[src/rtl/core/cpd_pkg.sv]
// Shared types, codes and reset values of the coordinate packet deframer.
`default_nettype none
package cpd_pkg;

    typedef logic signed [31:0] coord_t;

    localparam int APB_AW = 5;

    localparam logic [7:0] HDR_BYTE = 8'hFF;

    localparam logic [3:0] POS_HUNT   = 4'd0;
    localparam logic [3:0] POS_UNUSED = 4'd1;
    localparam logic [3:0] POS_CMD    = 4'd2;
    localparam logic [3:0] POS_X_LAST = 4'd6;
    localparam logic [3:0] POS_Y_LAST = 4'd10;
    localparam logic [3:0] POS_LAST   = 4'd15;

    localparam logic [2:0] REG_X_MIN = 3'd0;
    localparam logic [2:0] REG_X_MAX = 3'd1;
    localparam logic [2:0] REG_Y_MIN = 3'd2;
    localparam logic [2:0] REG_Y_MAX = 3'd3;
    localparam logic [2:0] REG_Z_MIN = 3'd4;
    localparam logic [2:0] REG_Z_MAX = 3'd5;

    localparam coord_t X_MIN_RST = -32'sd400;
    localparam coord_t X_MAX_RST = 32'sd400;
    localparam coord_t Y_MIN_RST = 32'sd0;
    localparam coord_t Y_MAX_RST = 32'sd400;
    localparam coord_t Z_MIN_RST = -32'sd400;
    localparam coord_t Z_MAX_RST = 32'sd400;

endpackage
`default_nettype wire

[src/rtl/core/cpd_clamp.sv]
// Clamps one signed coordinate to its minimum first and then to its maximum.
`default_nettype none
module cpd_clamp (
    input  wire cpd_pkg::coord_t value,
    input  wire cpd_pkg::coord_t lo,
    input  wire cpd_pkg::coord_t hi,
    output cpd_pkg::coord_t      clamped
);
    import cpd_pkg::*;

    coord_t raised;

    // With the minimum above the maximum, the maximum wins.
    always_comb begin
        raised  = (value <= lo) ? lo : value;
        clamped = (hi <= raised) ? hi : raised;
    end

endmodule
`default_nettype wire

[src/rtl/core/coordinate_packet_deframer_core.sv]
// Top level of the coordinate packet deframer: header hunt, packet collection and output.
//
// Channel   Dir  Beat content
// s_*       in   one received byte
// m_*       out  command, clamped X, Y, Z; tuser carries the checksum flag
// APB       in   six 32-bit clamp bound registers at byte addresses 0 to 20
//
// Every input beat is taken at one beat per cycle, except while a trailer byte stalls.
// The trailer byte produces a result beat, registered in the output register in the cycle after it is taken.
// A non-trailer byte is accepted even while a result beat waits in the output register.
// Only a trailer byte stalls, and only while the previous result beat has not been taken.
// Reset returns the block to header hunting and loads the default clamp bounds.
`default_nettype none
module coordinate_packet_deframer_core (
    input  wire logic                        aclk,
    input  wire logic                        aresetn,
    // s_tdata: rx_byte[7:0]
    input  wire logic                        s_tvalid,
    output logic                             s_tready,
    input  wire logic [7:0]                  s_tdata,
    // m_tdata: command[7:0], x_pos[39:8], y_pos[71:40], z_pos[103:72]
    output logic                             m_tvalid,
    input  wire logic                        m_tready,
    output logic [103:0]                     m_tdata,
    // m_tuser: checksum_ok[0]
    output logic                             m_tuser,
    input  wire logic                        psel,
    input  wire logic                        penable,
    input  wire logic                        pwrite,
    input  wire logic [cpd_pkg::APB_AW-1:0]  paddr,
    input  wire logic [31:0]                 pwdata,
    output logic [31:0]                      prdata,
    output logic                             pready
);
    import cpd_pkg::*;

    coord_t x_min_reg, x_max_reg, y_min_reg, y_max_reg, z_min_reg, z_max_reg;

    logic [3:0] pos_reg, pos_next;
    logic       prev_reg, prev_next;
    logic [7:0] sum_reg, sum_next;
    logic [7:0] cmd_reg, cmd_next;
    coord_t     x_reg, x_next, y_reg, y_next, z_reg, z_next;

    logic         out_valid_reg;
    logic [103:0] out_data_reg;
    logic         out_ok_reg;

    logic   in_beat;
    logic   trailer;
    logic   cfg_write;
    logic [2:0] reg_idx;
    coord_t x_clamped, y_clamped, z_clamped;

    assign pready    = 1'b1;
    assign cfg_write = psel && penable && pwrite && pready;
    assign reg_idx   = paddr[APB_AW-1:2];

    always_ff @(posedge aclk) begin
        if (!aresetn) begin
            x_min_reg <= X_MIN_RST;
            x_max_reg <= X_MAX_RST;
            y_min_reg <= Y_MIN_RST;
            y_max_reg <= Y_MAX_RST;
            z_min_reg <= Z_MIN_RST;
            z_max_reg <= Z_MAX_RST;
        end else if (cfg_write) begin
            case (reg_idx)
                REG_X_MIN: x_min_reg <= pwdata;
                REG_X_MAX: x_max_reg <= pwdata;
                REG_Y_MIN: y_min_reg <= pwdata;
                REG_Y_MAX: y_max_reg <= pwdata;
                REG_Z_MIN: z_min_reg <= pwdata;
                REG_Z_MAX: z_max_reg <= pwdata;
                default: ;
            endcase
        end
    end

    always_comb begin
        case (reg_idx)
            REG_X_MIN: prdata = x_min_reg;
            REG_X_MAX: prdata = x_max_reg;
            REG_Y_MIN: prdata = y_min_reg;
            REG_Y_MAX: prdata = y_max_reg;
            REG_Z_MIN: prdata = z_min_reg;
            REG_Z_MAX: prdata = z_max_reg;
            default:   prdata = 32'd0;
        endcase
    end

    assign trailer  = (pos_reg == POS_LAST);
    assign s_tready = !(trailer && out_valid_reg && !m_tready);
    assign in_beat  = s_tvalid && s_tready;

    always_comb begin
        pos_next  = pos_reg;
        prev_next = prev_reg;
        sum_next  = sum_reg;
        cmd_next  = cmd_reg;
        x_next    = x_reg;
        y_next    = y_reg;
        z_next    = z_reg;
        if (pos_reg inside {POS_HUNT, POS_UNUSED}) begin
            pos_next  = POS_HUNT;
            prev_next = 1'b0;
            if (s_tdata == HDR_BYTE) begin
                if (prev_reg) begin
                    pos_next = POS_CMD;
                    sum_next = 8'd0;
                    cmd_next = 8'd0;
                    x_next   = '0;
                    y_next   = '0;
                    z_next   = '0;
                end else begin
                    prev_next = 1'b1;
                end
            end
        end else if (trailer) begin
            pos_next  = POS_HUNT;
            prev_next = 1'b0;
        end else begin
            sum_next = sum_reg + s_tdata;
            pos_next = pos_reg + 4'd1;
            if (pos_reg == POS_CMD) begin
                cmd_next = s_tdata;
            end else if (pos_reg <= POS_X_LAST) begin
                x_next = {x_reg[23:0], s_tdata};
            end else if (pos_reg <= POS_Y_LAST) begin
                y_next = {y_reg[23:0], s_tdata};
            end else begin
                z_next = {z_reg[23:0], s_tdata};
            end
        end
    end

    always_ff @(posedge aclk) begin
        if (!aresetn) begin
            pos_reg  <= POS_HUNT;
            prev_reg <= 1'b0;
        end else if (in_beat) begin
            pos_reg  <= pos_next;
            prev_reg <= prev_next;
        end
    end

    always_ff @(posedge aclk) begin
        if (in_beat) begin
            sum_reg <= sum_next;
            cmd_reg <= cmd_next;
            x_reg   <= x_next;
            y_reg   <= y_next;
            z_reg   <= z_next;
        end
    end

    cpd_clamp u_clamp_x (.value(x_reg), .lo(x_min_reg), .hi(x_max_reg), .clamped(x_clamped));
    cpd_clamp u_clamp_y (.value(y_reg), .lo(y_min_reg), .hi(y_max_reg), .clamped(y_clamped));
    cpd_clamp u_clamp_z (.value(z_reg), .lo(z_min_reg), .hi(z_max_reg), .clamped(z_clamped));

    always_ff @(posedge aclk) begin
        if (!aresetn) begin
            out_valid_reg <= 1'b0;
        end else if (in_beat && trailer) begin
            out_valid_reg <= 1'b1;
        end else if (m_tready) begin
            out_valid_reg <= 1'b0;
        end
    end

    always_ff @(posedge aclk) begin
        if (in_beat && trailer) begin
            out_data_reg <= {z_clamped, y_clamped, x_clamped, cmd_reg};
            out_ok_reg   <= (~sum_reg == s_tdata);
        end
    end

    assign m_tvalid = out_valid_reg;
    assign m_tdata  = out_data_reg;
    assign m_tuser  = out_ok_reg;

    // A new result beat only follows a trailer byte.
    a_result_from_trailer: assert property (@(posedge aclk) disable iff (!aresetn)
        $rose(out_valid_reg) |-> $past(trailer && in_beat))
        else $error("result beat without a trailer byte");

    // The unused position code is never reached.
    a_no_unused_pos: assert property (@(posedge aclk) disable iff (!aresetn)
        pos_reg != POS_UNUSED)
        else $error("byte position entered the unused code");

    // A pending header byte is only remembered while hunting.
    a_prev_only_hunting: assert property (@(posedge aclk) disable iff (!aresetn)
        prev_reg |-> (pos_reg == POS_HUNT))
        else $error("header flag set inside a packet");

    // A result beat that is not taken stays in the output register.
    a_result_held: assert property (@(posedge aclk) disable iff (!aresetn)
        (out_valid_reg && !m_tready) |=> (out_valid_reg && $stable(out_data_reg)))
        else $error("pending result beat lost or changed");

endmodule
`default_nettype wire
[config.mk]
export PLATFORM = sky130hd
export DESIGN_NAME = coordinate_packet_deframer_core
export DESIGN_NICKNAME = d
export VERILOG_FILES = /design/src/rtl/core/cpd_pkg.sv /design/src/rtl/core/cpd_clamp.sv /design/src/rtl/core/coordinate_packet_deframer_core.sv
export SDC_FILE = /design/constraint.sdc
export NUM_CORES = 1
export LEC_CHECK = 0
export BUFFER_PORTS_ARGS = -buffer_cell sky130_fd_sc_hd__buf_2
export CAP_MARGIN = 10
export CORE_MARGIN = 3
export CORE_UTILIZATION = 57
export DETAILED_ROUTE_END_ITERATION = 10
export PLACE_DENSITY_LB_ADDON = 0.12
export SYNTH_ARGS = -nofsm -noshare
export SYNTH_HDL_FRONTEND = slang
export SYNTH_SLANG_ARGS = --single-unit
[constraint.sdc]
create_clock -name aclk -period 18.7 [get_ports aclk]
set_input_delay 4.675 -clock aclk [delete_from_list [all_inputs] [get_ports aclk]]
set_output_delay 4.675 -clock aclk [all_outputs]
set_load 0.05 [all_outputs]
==> flow_summary.yaml <==
layout:
  layout-drive-gt1-share_pct: 14.6
  final_cells: 3173
  synthToLayoutAreaGrowth_pct: 12.4
  largest_register_ffs: 104
  nets: 2858
  fin_area_mm2: 0.0269
  nFillCells: 3293
detailed_routing:
  ant_nets: 0
  num_vias: 19700
  drc_errors: 0
  first_iter_violations: 1971
  routed_via_density: 6.22
  wl_per_cell_um: 23.6
  dr.pass1.iters: 6
  wirelength_um: 75000
floorplanning:
  die_y_um: 211
  die_w_um: 211
  ios: 192
  dieArea_mm2: 0.0446
  core_area_mm2: 0.0412
  start_util_pct: 58.2
  std_cell_rows: 74
timing:
  finalSetupViolations: 0
  finClkSkew_ns: 0.0162
  final.setup.tns_ns: 0
  rsz0062_at_grt: "false"
  relSlewSlack_pct: 19.9
  period_needed_ns: 10.91
  finalMaxSlewViolations: 0
  finalHoldViolCount: 0
  timing.final.crit_share_pct: 58.3
  worstMarginPinSlew_ns: 1.20
  fmax_mhz: 91.7
logic_synthesis:
  yosys-top-cells-area: "edfxtp_1 27%, dfxtp_1 17%, ha_1 11%, nand2_1 5.8%, mux2i_1 5.2%"
  synth_nets: 2739
  syn_area_mm2: 0.0240
  synth_top_area_share_pct: 27.2
  yosysMostFrequentCell: "nand2_1"
  synth_cell_types: 60
  avgSynthCellArea_um2: 9.65
  netlist_instances: 2483
  synth-edff-count: 217
  ys_seq_area_share_pct: 43.7
  synth-async-reset-ratio_pct: 0
  synth-main-ff-cell: "edfxtp_1"
  yosys_warnings: 0
  synth.ff_latch_count: 415
  synth_commonest_cells: "369 x nand2_1, 217 x edfxtp_1, 213 x inv_1, 203 x ha_1, 198 x dfxtp_1"
  synth_area_leader_cell: "edfxtp_1"
critical_path:
  crit_type: "primary input to output port"
  cp.required_ns: 14.03
  crit_arrival_ns: 6.24
  reg2reg_to: "m_tdata[84]"
  r2r_cells: 18
  startpoint_type: "primary input"
  endpoint: "prdata[14]"
  path_max_fanout: 34
  rr_startpoint: "z_reg[31]"
  end_kind: "output port"
  startpoint: "paddr[4]"
  regToRegSetupSlack_ns: 12.17
global_route:
  grt.total_usage_pct: 33.1
  grt_pass1_wl_um: 113000
  overflow: 0
  antenna_found_initial: 3
  grt_max_degree: 107
  grt_pass1_vias: 19100
clock_tree:
  clk-insertion-delay-late_ns: 0.59
  htreeDepth: 2
  ctsHoldBuffers: 0
  clockBufferDepth: 3
  cts_setup_buffers: 0
  cts_resized: 0
  clkTransAtPathRegs_ns: 0.06
  clkSinkCount: 415
  cts_tree: "yes"
  clockRootBuffer: "clkbuf_16"
  cts_buffers: 48
placed_design:
  gp_congestion: 0.967
  place_inst: 3084
  dpl_cell_area_mm2: 0.0253
  io_buffers: 188
  dp_hpwl_um: 54100
power:
  total_power_w: 0.00216
  power.density_mw_per_mm2: 80.2
  p_leak_nw: 11.0
  vdd_drop_max_v: 0.0000696
run_status:
  run_status: "completed"
min_path:
  min_from: "cmd_reg[4]"
  hp-class: "flop to flop"
flow_run:
  maxCapViolCount: 0
==> worst min-delay path by stage <==
stage | to | slack, ns | cells past startpoint
final | m_tdata[4] | 0.42 | 0
after global routing | m_tdata[2] | 0.43 | 0
after CTS | m_tdata[4] | 0.42 | 0
after detailed placement | m_tdata[5] | 0.41 | 0
after global placement | m_tdata[3] | 0.41 | 0
after floorplan | m_tdata[0] | 0.40 | 0
==> worst max-delay path, cell delays in order <==
cell     delay [ns]
buf_2          0.14
nor3_2         0.17
buf_4          0.44
a22oi_1        0.22
nand3_1        0.25
buf_2          0.31
==> area by class of cell <==
type                            instances  area (µm²)  area share (%)
Multi-Input combinational cell       1705       12200            45.2
Sequential cell                       415       10500            38.9
Clock buffer                           77        1550            5.75
Timing Repair Buffer                  219        1180            4.37
Inverter                              213         800            2.97
Tap cell                              532         666            2.47
Clock inverter                         11        83.8           0.311
Antenna cell                            1        2.50         0.00929
==> per-layer routing <==
metal / GRT usage, % / up-vias / routed length (µm) / part of all wire (%)
li1: - / 9179 / - / -
met1: 42.8 / 9470 / 30500 / 41
met2: 55.9 / 876 / 35700 / 48
met3: 4.25 / 201 / 5130 / 6.8
met4: 14.6 / 4 / 3640 / 4.9
met5: 0 / - / 20 / 0.027
==> layout by cell type, fill, tap and decap left out, types with 5 or more instances in the layout <==
master     synthesis  routed
nand2_1          369     369
edfxtp_1         217     217
inv_1            213     213
ha_1             203     202
dfxtp_1          198     198
buf_2              7     187
a21boi_0         131     131
mux2i_1          125     125
a21oi_1          106     106
a22oi_1           97      97
nor2_1            99      96
and2_1            85      84
nor3_1            73      71
o211ai_1          70      70
o221ai_2          60      60
clkbuf_16          0      55
nand3_1           49      49
nand4_1           41      41
a21o_1            36      36
o21bai_1          33      33
buf_4             13      32
o21ai_0           29      29
clkbuf_1         124      13
nor2b_1           12      12
clkbuf_8           0       9
clkinv_2           0       6
nand2b_1           5       5
and3_1             5       5
xnor2_1            5       5
==> metrics by stage <==
stage          setup slack (ns)  hold slack (ns)  utilization [%]
4_1_cts                    7.85            0.420             65.4
2_1_floorplan              8.03            0.400                -
6_report                   7.79            0.418             65.4
3_5_place_dp               7.84            0.405             61.4
5_1_grt                    7.76            0.434             65.4
3_3_place_gp               7.85            0.407             61.4
==> power breakdown <==
part	internal (W)	switching [W]	total, W
Combinational	0.0000703	0.000139	0.000209
Sequential	0.000972	0.0000142	0.000986
Clock	0.000580	0.000384	0.000964
==> cell families (layout without fill, tap and decap cells) <==
kind of cell | count (synthesis) | in the layout | share of synthesized area, %
AOI/OAI and AO/OA | 601 | 601 | 19.4
and+or+nand+nor | 763 | 763 | 14.6
buffers and inverters | 363 | 520 | 5.92
adders and majority gates | 204 | 204 | 10.7
other | 1 | 2 | 0.0156
xor gates and xnor gates | 6 | 6 | 0.219
DFF | 415 | 415 | 43.7
muxes | 130 | 130 | 5.47
Note: power is estimated with default switching activity, not from simulation.
